==> config.mk <==
export PLATFORM = sky130hd
export DESIGN_NAME = gf2_monomial_set_toggle_sort_core_flat
export DESIGN_NICKNAME = d
export VERILOG_FILES = /design/src/design/mst_pkg.sv /design/src/design/mst_if.sv /design/src/design/mst_mem.sv /design/src/design/mst_seq.sv /design/src/design/gf2_monomial_set_toggle_sort_core.sv /design/src/flat_wrapper.sv
export SDC_FILE = /design/constraint.sdc
export NUM_CORES = 2
export LEC_CHECK = 0
export BUFFER_PORTS_ARGS = -buffer_cell sky130_fd_sc_hd__buf_2
export CAP_MARGIN = 20
export CORE_AREA = 5 5 341 343
export CTS_CLUSTER_DIAMETER = 100
export DETAILED_ROUTE_END_ITERATION = 12
export DIE_AREA = 0 0 346 348
export GPL_ROUTABILITY_DRIVEN = 0
export PLACE_DENSITY = 0.79
export SLEW_MARGIN = 20
export SYNTH_ARGS = -nofsm -noshare
export SYNTH_HDL_FRONTEND = slang
export SYNTH_SLANG_ARGS = --single-unit
export TNS_END_PERCENT = 10
==> constraint.sdc <==
create_clock -name clock -period 12.6 [get_ports clock]
set_clock_uncertainty 0.1 [all_clocks]
set_input_delay 2.52 -clock clock [delete_from_list [all_inputs] [get_ports clock]]
set_output_delay 2.52 -clock clock [all_outputs]
set_load 0.05 [all_outputs]
==> src/design/mst_pkg.sv <==
// Shared types, codes and helpers for the monomial set toggle/sort core.
// Standalone package; used by the interfaces and every module of the core.
`default_nettype none
package mst_pkg;

   localparam int MST_VARS  = 32;
   localparam int MST_DEPTH = 32;

   localparam int MaskW = 32;
   localparam int DegW  = 6;
   localparam int KeyW  = DegW + MaskW;

   localparam logic [1:0] FN_TOGGLE = 2'd0;
   localparam logic [1:0] FN_DUMP   = 2'd1;
   localparam logic [1:0] FN_CLEAR  = 2'd2;

   localparam logic [2:0] ST_ADDED   = 3'd0;
   localparam logic [2:0] ST_REMOVED = 3'd1;
   localparam logic [2:0] ST_FULL    = 3'd2;
   localparam logic [2:0] ST_CLEARED = 3'd3;
   localparam logic [2:0] ST_DUMPED  = 3'd4;

   typedef struct packed {
      logic [MaskW-1:0] mask;
      logic [DegW-1:0]  degree;
   } entry_type;

   typedef struct packed {
      logic [2:0]       status;
      logic [MaskW-1:0] term_mask;
      logic [DegW-1:0]  term_degree;
      logic             term_valid;
      logic [5:0]       term_count;
      logic             last;
   } res_type;

   // Ascending key: degree first, then the term holding the lowest
   // differing variable wins, i.e. larger bit-reversed mask first.
   function automatic logic [KeyW-1:0] sort_key(input entry_type e);
      logic [MaskW-1:0] rev;
      for (int i = 0; i < MaskW; i++) begin
         rev[i] = e.mask[MaskW-1-i];
      end
      return {e.degree, ~rev};
   endfunction

endpackage
`default_nettype wire

==> src/design/mst_if.sv <==
// Valid/ready channel interfaces for request and response transactions.
// Depends on mst_pkg.
`default_nettype none
interface mst_req_if import mst_pkg::*; ();
   logic             valid;
   logic             ready;
   logic [1:0]       func;
   logic [MaskW-1:0] mono_mask;
   modport source(output valid, func, mono_mask, input ready);
   modport sink(input valid, func, mono_mask, output ready);
endinterface

interface mst_rsp_if import mst_pkg::*; ();
   logic             valid;
   logic             ready;
   logic [2:0]       status;
   logic [MaskW-1:0] term_mask;
   logic [DegW-1:0]  term_degree;
   logic             term_valid;
   logic [5:0]       term_count;
   logic             last;
   modport source(output valid, status, term_mask, term_degree, term_valid,
                  term_count, last, input ready);
   modport sink(input valid, status, term_mask, term_degree, term_valid,
                term_count, last, output ready);
endinterface
`default_nettype wire

==> src/design/mst_mem.sv <==
// Term store: DEPTH entries of mask and degree, one write and one read port,
// registered read data. Depends on mst_pkg.
`default_nettype none
module mst_mem import mst_pkg::*; #(
   parameter int DEPTH = MST_DEPTH
) (
   input  wire logic                     clock,
   input  wire logic                     wr_en,
   input  wire logic [$clog2(DEPTH)-1:0] wr_addr,
   input  wire entry_type                wr_data,
   input  wire logic [$clog2(DEPTH)-1:0] rd_addr,
   output entry_type                     rd_data
);
   entry_type mem_ff [DEPTH];
   entry_type rd_data_ff;

   always_ff @(posedge clock) begin
      if (wr_en) begin
         mem_ff[wr_addr] <= wr_data;
      end
      rd_data_ff <= mem_ff[rd_addr];
   end

   assign rd_data = rd_data_ff;
endmodule
`default_nettype wire

==> src/design/mst_seq.sv <==
// Sequencer: match scan, compaction, append and selection-sort dump over
// the term store. Depends on mst_pkg; drives mst_mem.
`default_nettype none
module mst_seq import mst_pkg::*; #(
   parameter int VARS  = MST_VARS,
   parameter int DEPTH = MST_DEPTH
) (
   input  wire logic                     clock,
   input  wire logic                     reset,
   input  wire logic                     req_valid,
   input  wire logic [1:0]               req_func,
   input  wire logic [MaskW-1:0]         req_mask,
   output logic                          req_ready,
   input  wire logic                     res_ready,
   output logic                          res_valid,
   output res_type                       res,
   output logic                          wr_en,
   output logic [$clog2(DEPTH)-1:0]      wr_addr,
   output entry_type                     wr_data,
   output logic [$clog2(DEPTH)-1:0]      rd_addr,
   input  wire entry_type                rd_data
);
   localparam int AW = $clog2(DEPTH);
   localparam int CW = $clog2(DEPTH + 1);
   localparam logic [CW-1:0] Full = CW'(DEPTH);
   localparam logic [MaskW-1:0] VarMask =
      (VARS >= MaskW) ? {MaskW{1'b1}} : MaskW'((64'd1 << VARS) - 64'd1);

   localparam logic [2:0] S_IDLE    = 3'd0;
   localparam logic [2:0] S_SCAN    = 3'd1;
   localparam logic [2:0] S_COMPACT = 3'd2;
   localparam logic [2:0] S_DSCAN   = 3'd3;
   localparam logic [2:0] S_RESP    = 3'd4;

   logic [2:0]       state_ff, state_in;
   logic [CW-1:0]    cnt_ff, cnt_in;
   logic [CW-1:0]    rd_idx_ff, rd_idx_in;
   logic             chk_valid_ff, chk_valid_in;
   logic [AW-1:0]    chk_idx_ff, chk_idx_in;
   entry_type        new_ff, new_in;
   logic [KeyW-1:0]  prev_key_ff, prev_key_in;
   logic             have_prev_ff, have_prev_in;
   logic [KeyW-1:0]  best_key_ff, best_key_in;
   entry_type        best_ff, best_in;
   logic             best_valid_ff, best_valid_in;
   logic [CW-1:0]    emit_ff, emit_in;
   logic             more_ff, more_in;
   res_type          res_ff, res_in;

   logic [MaskW-1:0] in_mask;
   logic [KeyW-1:0]  cand_key;
   logic             better, chk_last, issue;
   entry_type        pick;
   logic [KeyW-1:0]  pick_key;

   assign in_mask  = req_mask & VarMask;
   assign cand_key = sort_key(rd_data);
   assign chk_last = (CW'(chk_idx_ff) + CW'(1)) == cnt_ff;
   assign better   = chk_valid_ff && (!have_prev_ff || cand_key > prev_key_ff) &&
                     (!best_valid_ff || cand_key < best_key_ff);
   assign pick     = better ? rd_data : best_ff;
   assign pick_key = better ? cand_key : best_key_ff;
   assign issue    = rd_idx_ff < cnt_ff;
   assign rd_addr  = rd_idx_ff[AW-1:0];

   function automatic res_type mk_res(input logic [2:0] st, input logic [CW-1:0] n);
      res_type r;
      r = '0;
      r.status     = st;
      r.term_count = 6'(n);
      r.last       = 1'b1;
      return r;
   endfunction

   always_comb begin
      state_in      = state_ff;
      cnt_in        = cnt_ff;
      rd_idx_in     = rd_idx_ff;
      chk_valid_in  = 1'b0;
      chk_idx_in    = chk_idx_ff;
      new_in        = new_ff;
      prev_key_in   = prev_key_ff;
      have_prev_in  = have_prev_ff;
      best_key_in   = best_key_ff;
      best_in       = best_ff;
      best_valid_in = best_valid_ff;
      emit_in       = emit_ff;
      more_in       = more_ff;
      res_in        = res_ff;
      req_ready     = 1'b0;
      res_valid     = 1'b0;
      wr_en         = 1'b0;
      wr_addr       = cnt_ff[AW-1:0];
      wr_data       = new_ff;
      case (state_ff)
         S_IDLE: begin
            req_ready = 1'b1;
            more_in   = 1'b0;
            rd_idx_in = '0;
            if (req_valid) begin
               new_in.mask   = in_mask;
               new_in.degree = DegW'($countones(in_mask));
               case (req_func)
                  FN_TOGGLE: begin
                     if (cnt_ff == '0) begin
                        wr_en    = 1'b1;
                        wr_addr  = '0;
                        wr_data  = new_in;
                        cnt_in   = CW'(1);
                        res_in   = mk_res(ST_ADDED, CW'(1));
                        state_in = S_RESP;
                     end else begin
                        state_in = S_SCAN;
                     end
                  end
                  FN_DUMP: begin
                     if (cnt_ff == '0) begin
                        res_in   = mk_res(ST_DUMPED, cnt_ff);
                        state_in = S_RESP;
                     end else begin
                        emit_in       = '0;
                        have_prev_in  = 1'b0;
                        best_valid_in = 1'b0;
                        state_in      = S_DSCAN;
                     end
                  end
                  FN_CLEAR: begin
                     cnt_in   = '0;
                     res_in   = mk_res(ST_CLEARED, '0);
                     state_in = S_RESP;
                  end
                  default: ;
               endcase
            end
         end
         S_SCAN: begin
            if (issue) begin
               rd_idx_in    = rd_idx_ff + CW'(1);
               chk_valid_in = 1'b1;
               chk_idx_in   = rd_idx_ff[AW-1:0];
            end
            if (chk_valid_ff && rd_data.mask == new_ff.mask) begin
               chk_valid_in = 1'b0;
               if (chk_last) begin
                  cnt_in   = cnt_ff - CW'(1);
                  res_in   = mk_res(ST_REMOVED, cnt_ff - CW'(1));
                  state_in = S_RESP;
               end else begin
                  rd_idx_in = CW'(chk_idx_ff) + CW'(1);
                  state_in  = S_COMPACT;
               end
            end else if (chk_valid_ff && chk_last) begin
               chk_valid_in = 1'b0;
               if (cnt_ff >= Full) begin
                  res_in = mk_res(ST_FULL, cnt_ff);
               end else begin
                  wr_en  = 1'b1;
                  cnt_in = cnt_ff + CW'(1);
                  res_in = mk_res(ST_ADDED, cnt_ff + CW'(1));
               end
               state_in = S_RESP;
            end
         end
         S_COMPACT: begin
            if (issue) begin
               rd_idx_in    = rd_idx_ff + CW'(1);
               chk_valid_in = 1'b1;
               chk_idx_in   = rd_idx_ff[AW-1:0];
            end
            if (chk_valid_ff) begin
               wr_en   = 1'b1;
               wr_addr = chk_idx_ff - AW'(1);
               wr_data = rd_data;
               if (chk_last) begin
                  chk_valid_in = 1'b0;
                  cnt_in       = cnt_ff - CW'(1);
                  res_in       = mk_res(ST_REMOVED, cnt_ff - CW'(1));
                  state_in     = S_RESP;
               end
            end
         end
         S_DSCAN: begin
            if (issue) begin
               rd_idx_in    = rd_idx_ff + CW'(1);
               chk_valid_in = 1'b1;
               chk_idx_in   = rd_idx_ff[AW-1:0];
            end
            if (better) begin
               best_in       = rd_data;
               best_key_in   = cand_key;
               best_valid_in = 1'b1;
            end
            if (chk_valid_ff && chk_last) begin
               chk_valid_in       = 1'b0;
               res_in             = mk_res(ST_DUMPED, cnt_ff);
               res_in.term_mask   = pick.mask;
               res_in.term_degree = pick.degree;
               res_in.term_valid  = 1'b1;
               res_in.last        = (emit_ff + CW'(1)) == cnt_ff;
               more_in            = (emit_ff + CW'(1)) != cnt_ff;
               best_key_in        = pick_key;
               state_in           = S_RESP;
            end
         end
         S_RESP: begin
            if (res_ready) begin
               res_valid = 1'b1;
               if (more_ff) begin
                  prev_key_in   = best_key_ff;
                  have_prev_in  = 1'b1;
                  best_valid_in = 1'b0;
                  emit_in       = emit_ff + CW'(1);
                  rd_idx_in     = '0;
                  state_in      = S_DSCAN;
               end else begin
                  state_in = S_IDLE;
               end
            end
         end
         default: state_in = S_IDLE;
      endcase
   end

   assign res = res_ff;

   always_ff @(posedge clock) begin
      if (reset) begin
         state_ff     <= S_IDLE;
         cnt_ff       <= '0;
         chk_valid_ff <= 1'b0;
         more_ff      <= 1'b0;
      end else begin
         state_ff     <= state_in;
         cnt_ff       <= cnt_in;
         chk_valid_ff <= chk_valid_in;
         more_ff      <= more_in;
      end
      rd_idx_ff     <= rd_idx_in;
      chk_idx_ff    <= chk_idx_in;
      new_ff        <= new_in;
      prev_key_ff   <= prev_key_in;
      have_prev_ff  <= have_prev_in;
      best_key_ff   <= best_key_in;
      best_ff       <= best_in;
      best_valid_ff <= best_valid_in;
      emit_ff       <= emit_in;
      res_ff        <= res_in;
   end

   a_cnt_bound: assert property (@(posedge clock) disable iff (reset)
      cnt_ff <= Full) else $error("term count beyond depth");
   a_res_only_ready: assert property (@(posedge clock) disable iff (reset)
      res_valid |-> res_ready && state_ff == S_RESP)
      else $error("result issued without room");
   a_wr_in_range: assert property (@(posedge clock) disable iff (reset)
      wr_en |-> CW'(wr_addr) < cnt_in) else $error("write outside held terms");
   a_count_step: assert property (@(posedge clock) disable iff (reset)
      (state_ff == S_SCAN || state_ff == S_COMPACT) |=>
      (cnt_ff == $past(cnt_ff) || cnt_ff == $past(cnt_ff) + CW'(1) ||
       cnt_ff == $past(cnt_ff) - CW'(1))) else $error("toggle moved count by more than one");
endmodule
`default_nettype wire

==> src/design/gf2_monomial_set_toggle_sort_core.sv <==
// Top level of the monomial set toggle/sort core: sequencer, term store and
// response register. Depends on mst_pkg, mst_if, mst_mem and mst_seq.
`default_nettype none
// Holds a Boolean polynomial in algebraic normal form as up to DEPTH distinct
// monomials (variable masks, bits at or above VARS ignored) in a single-port-
// write, registered-read term store. A toggle transaction scans the n held
// terms for a match: on a hit the entry is removed and the later entries are
// shifted down one per cycle, on a miss the term is appended (or dropped with
// status full when DEPTH terms are held); the scan reads one held term per
// cycle from the store. A dump transaction returns every held term ordered
// by degree, ties resolved by the lowest differing variable, as n responses
// with last on the final one; each term is found by a selection pass over
// the store, and a dump is held up by response back-pressure. An empty dump
// gives one response with term_valid low. A clear transaction empties the
// set at once. Requests are taken only between transactions; a finished
// response sits in an output register so the next request can be accepted
// while it waits. Unused func codes are ignored and give no response.
module gf2_monomial_set_toggle_sort_core import mst_pkg::*; #(
   parameter int VARS  = MST_VARS,
   parameter int DEPTH = MST_DEPTH
) (
   input wire logic  clock,
   input wire logic  reset,
   mst_req_if.sink   req_ch,
   mst_rsp_if.source rsp_ch
);
   localparam int AW = $clog2(DEPTH);

   logic            res_valid, res_ready;
   res_type         res;
   logic            wr_en;
   logic [AW-1:0]   wr_addr, rd_addr;
   entry_type       wr_data, rd_data;

   // response holding register
   logic            rsp_valid_ff, rsp_valid_in;
   res_type         rsp_ff, rsp_in;

   mst_seq #(.VARS(VARS), .DEPTH(DEPTH)) u_seq (
      .clock     (clock),
      .reset     (reset),
      .req_valid (req_ch.valid),
      .req_func  (req_ch.func),
      .req_mask  (req_ch.mono_mask),
      .req_ready (req_ch.ready),
      .res_ready (res_ready),
      .res_valid (res_valid),
      .res       (res),
      .wr_en     (wr_en),
      .wr_addr   (wr_addr),
      .wr_data   (wr_data),
      .rd_addr   (rd_addr),
      .rd_data   (rd_data)
   );

   mst_mem #(.DEPTH(DEPTH)) u_mem (
      .clock   (clock),
      .wr_en   (wr_en),
      .wr_addr (wr_addr),
      .wr_data (wr_data),
      .rd_addr (rd_addr),
      .rd_data (rd_data)
   );

   // room when empty or when the held transaction leaves this cycle
   assign res_ready = !rsp_valid_ff || rsp_ch.ready;

   always_comb begin
      rsp_valid_in = rsp_valid_ff;
      rsp_in       = rsp_ff;
      if (res_ready) begin
         rsp_valid_in = res_valid;
         if (res_valid) begin
            rsp_in = res;
         end
      end
   end

   always_ff @(posedge clock) begin
      if (reset) begin
         rsp_valid_ff <= 1'b0;
      end else begin
         rsp_valid_ff <= rsp_valid_in;
      end
      rsp_ff <= rsp_in;
   end

   assign rsp_ch.valid       = rsp_valid_ff;
   assign rsp_ch.status      = rsp_ff.status;
   assign rsp_ch.term_mask   = rsp_ff.term_mask;
   assign rsp_ch.term_degree = rsp_ff.term_degree;
   assign rsp_ch.term_valid  = rsp_ff.term_valid;
   assign rsp_ch.term_count  = rsp_ff.term_count;
   assign rsp_ch.last        = rsp_ff.last;
endmodule
`default_nettype wire
==> src/flat_wrapper.sv <==
// flat-port wrapper written by rule: the top's interface ports become plain ports
module gf2_monomial_set_toggle_sort_core_flat import mst_pkg::*;
#(
   parameter int VARS  = MST_VARS,
   parameter int DEPTH = MST_DEPTH
)
  (clock, reset, req_ch_valid, req_ch_func, req_ch_mono_mask, req_ch_ready, rsp_ch_valid, rsp_ch_status, rsp_ch_term_mask, rsp_ch_term_degree, rsp_ch_term_valid, rsp_ch_term_count, rsp_ch_last, rsp_ch_ready);
  mst_req_if req_ch_i ();
  mst_rsp_if rsp_ch_i ();
  input wire logic clock;
  input wire logic reset;
  input wire logic [$bits(req_ch_i.valid)-1:0] req_ch_valid;
  input wire logic [$bits(req_ch_i.func)-1:0] req_ch_func;
  input wire logic [$bits(req_ch_i.mono_mask)-1:0] req_ch_mono_mask;
  output wire logic [$bits(req_ch_i.ready)-1:0] req_ch_ready;
  output wire logic [$bits(rsp_ch_i.valid)-1:0] rsp_ch_valid;
  output wire logic [$bits(rsp_ch_i.status)-1:0] rsp_ch_status;
  output wire logic [$bits(rsp_ch_i.term_mask)-1:0] rsp_ch_term_mask;
  output wire logic [$bits(rsp_ch_i.term_degree)-1:0] rsp_ch_term_degree;
  output wire logic [$bits(rsp_ch_i.term_valid)-1:0] rsp_ch_term_valid;
  output wire logic [$bits(rsp_ch_i.term_count)-1:0] rsp_ch_term_count;
  output wire logic [$bits(rsp_ch_i.last)-1:0] rsp_ch_last;
  input wire logic [$bits(rsp_ch_i.ready)-1:0] rsp_ch_ready;
  assign req_ch_i.valid = req_ch_valid;
  assign req_ch_i.func = req_ch_func;
  assign req_ch_i.mono_mask = req_ch_mono_mask;
  assign req_ch_ready = req_ch_i.ready;
  assign rsp_ch_valid = rsp_ch_i.valid;
  assign rsp_ch_status = rsp_ch_i.status;
  assign rsp_ch_term_mask = rsp_ch_i.term_mask;
  assign rsp_ch_term_degree = rsp_ch_i.term_degree;
  assign rsp_ch_term_valid = rsp_ch_i.term_valid;
  assign rsp_ch_term_count = rsp_ch_i.term_count;
  assign rsp_ch_last = rsp_ch_i.last;
  assign rsp_ch_i.ready = rsp_ch_ready;
  gf2_monomial_set_toggle_sort_core #(.VARS(VARS), .DEPTH(DEPTH)) u_core (.clock(clock), .reset(reset), .req_ch(req_ch_i), .rsp_ch(rsp_ch_i));
endmodule
==> results.md <==
* Maximum level of the CTS H-tree at 4
* Arrival time at the worst endpoint at 7920 ps
* Final antenna-violating net count at 0
* Worst skew pair latency at 760 ps
* Worst min-delay path category: flop to flop
* Drc violations at 0
* Gate count after technology mapping at 3,042
* Top Ports at 89
* Critical path cell sequence: buf_2 -> fa_1 -> inv_1 -> fa_1 -> fa_1 -> fa_1 -> fa_1 -> fa_1 -> inv_1 -> ha_1 -> inv_1 -> fa_1 -> inv_1 -> a21o_1 -> a21oi_1 -> xnor2_1 -> nand2_1 -> nand2_1
* Fraction of power consumed by combinational cells at 16.5%
* Root buffer cell: clkbuf_16
* Critical Path Most Common Cell: fa_1
* Final layout net count at 3,382
* Avg Cell Area, Syn at 20.27 sq um
* Total grt overflow at 0
* Slew of the pin with the lowest slew margin at 1173 ps
* Max Clock Freq at 131.1 MHz
* Total GRT Usage at 25.61%
* Initial core utilization at 54.44%
* Top cell type by total area after synthesis: edfxtp_1
* Switching component of the power at 3.291 mW
* Fraction of synthesis flops using an asynchronous set or reset pin at 0%
* Max Slew Vio Count at 0
* Share of the clock period used by the worst path at 60.52%
* Clock power frac at 34.1%
* Sequential area share after synthesis at 73.95%
* Crit path required time at 12,890 ps
* Relative area change from synthesis to final layout at 12.27%
* Number of antenna violations at the first check in global routing at 3
* Setup TNS at 0 ps
* Startpoint class of the critical path: primary input
* IO Port Bufs at 88
* Placeable core area at 113,300 sq um
* Height of the die at 348 microns
* Clock edge transition at the registers on the reported setup and hold paths at 60 ps
* Setup repair after global routing missed its margin: false
* Flip-flop cell with the highest count after synthesis: edfxtp_1
* Top cell type's share of synthesized area at 72.33%
* Synthesis warning total at 0
* Share of post-route cells with drive strength above 1 at 27.14%
* Slowest-stage cell, CP: nand2_1
* Vias in the first global route at 32,270
* Number of maximum-capacitance constraint violations at 0
* Peak VDD IR at 0.1220 mV
* Wire length of the first global-routing pass at 223.9 mm
* Via-per-instance ratio at 6.554
* Commonest non-fill, non-tap cells in the layout: 1,485 x edfxtp_1, 380 x mux4_2, 175 x inv_1, 148 x clkbuf_16, 106 x nand2_1
* Slowest cell delay on critical path at 790 ps
* Drt total wl at 154.7 mm
* Unique cell type count in the Yosys netlist at 61
* Hpwl dp at 83.53 mm
* Most common cell after layout, fill and taps aside: edfxtp_1
* Setup Fix Bufs, Post-CTS at 0
* Post-CTS Hold Fix Bufs at 0
* Clock Tree Buf Depth at 3
* Type of the worst setup path: primary input to flop
* Proportion of power drawn by flip-flops and latches at 49.4%
* Final min period at 7626 ps
* Number of instances resized during post-cts repair at 0
* Number of buffers created by CTS at 144
* Number of synthesized register bits at 1,535
* Proportion of total power due to net switching at 26.49%
* Maximum number of pins on one net before global-route repair at 112
* Number of rows in the core area at 124
* Total number of clock tree sinks at 1,535
* TritonCTS clock tree: yes
* Number of flops mapped to enable cells by yosys at 1,485
* Outcome: completed
* Total internal power at 9.136 mW
* Post-Synthesis Net Count at 3,201
* Standby leakage power at 22.37 nW
* Detail-routed net length per standard cell at 31.90 microns
* Sum of internal, switching and leakage power at 12.43 mW
* Number of detailed-route iterations in the first pass at 5
* Worst slew slack as a fraction of its limit at 21.63%
* Cell area after technology mapping at 61,660 sq um
* Number of failing hold endpoints at the final stage at 0
* Largest cells by area after synthesis: edfxtp_1 72%, mux4_2 14%, ha_1 2.0%
* Maximum fanout count along the critical path at 32
* Critical path endpoint category: flop
* Via count at 31,787
* Final setup fails at 0
* Detailed router's first-iteration violation count at 4,440
* Die X at 346 microns
* Power per cell area at 179.5 nW/um^2
* Die Area at 120,400 sq um
[synthesized netlist by cell type, drive strengths merged, types with 17 or more instances]
library cell  instances
nand3                36
nor2                 77
mux4                380
inv                 177
nand2               115
nand4                19
nor3                 17
o221ai               24
fa                   24
a21oi                51
a21o                 19
ha                   97
xnor2                53
buf                  36
mux2                 77
edfxtp             1485
dfxtp                50
o21ai                31
a22o                 38
clkbuf               97
[flip-flops by register name, summed over array words and instances (netlist names), 32 cells and up]
register,flops
u_core.u_seq.res,49
u_core.rsp_ch.term_mask,32
u_core.u_seq.best_key_ff,38
u_core.u_seq.prev_key_ff,38
u_core.u_mem.rd_data,38
u_core.u_mem.mem_ff,1216
u_core.u_seq.new_ff,38
u_core.u_seq.best_ff,38
[worst max-delay path, delay by kind of cell]
kind | cells | cell delay (ps)
fa+ha+maj | 8 | 3720
compound gates | 2 | 170
xor+xnor | 1 | 220
simple gates | 2 | 880
buf+inv | 5 | 410
[final cells by class]
type                       count  area, sq um
sequential                  1535        45590
fill                        7403        44040
multi-input combinational   1197        15400
clock buffer                 194         3956
tap                         1512         1892
timing repair buffer         168         1111
inverter                     177        664.4
clock inverter                64        596.8
antenna                        3        7.507
[path summary, 6_finish.rpt]
check                                              endpoint  slack (ps)                      from  cells after the start
worst min-delay path            u_core.rsp_ch.term_count[5]         340       u_core.u_seq.res[6]                      0
worst max register to register    u_core.u_mem.mem_ff[8][7]        7040  u_core.u_seq.state_ff[2]                     10
worst min register to register  u_core.rsp_ch.term_count[5]         340       u_core.u_seq.res[6]                      0
worst max-delay path              u_core.u_mem.mem_ff[9][4]        4970      req_ch_mono_mask[17]                     18
[power by group through the flow]
stage                     Combinational, mW  Clock, mW  Sequential (mW)
after global routing                   2.19       4.51             6.15
after floorplan                        1.31          0             6.21
after global placement                 1.92          0             6.24
final                                  2.05       4.24             6.14
after detailed placement               1.98          0             6.25
after CTS                              2.02       4.27             6.14
[cell families after synthesis]
| group | share of synthesized area [%] |
|---|---|
| compound gates | 2.760 |
| flops | 73.95 |
| mux | 15.37 |
| buf+inv | 1.932 |
| simple gates | 2.313 |
| fa+ha+maj | 2.748 |
| xor+xnor | 0.9234 |
[routing by layer]
metal / part of all wire [%] / global-route usage (%)
met5: 0.020 / 0
met4: 4.8 / 11.23
met3: 10 / 5.965
met2: 50 / 42.00
met1: 35 / 33.38
[metrics by stage]
stage / worst slack [ps] / cells / cell area, sq um / hold WS [ps] / util (%)
finish: 4974 / 4850 / 69220 / 342.2 / 61.12
detailed placement: 4409 / 4588 / 64540 / 328.2 / 56.99
global placement: 4497 / 4588 / 64540 / 327.3 / 56.99
CTS: 5129 / 4846 / 69100 / 345.0 / 61.01
global route: 4770 / 4848 / 69210 / 351.9 / 61.11
floorplan: 5062 / 3042 / 61660 / 318.0 / -
(Power assumes the default switching activity.)
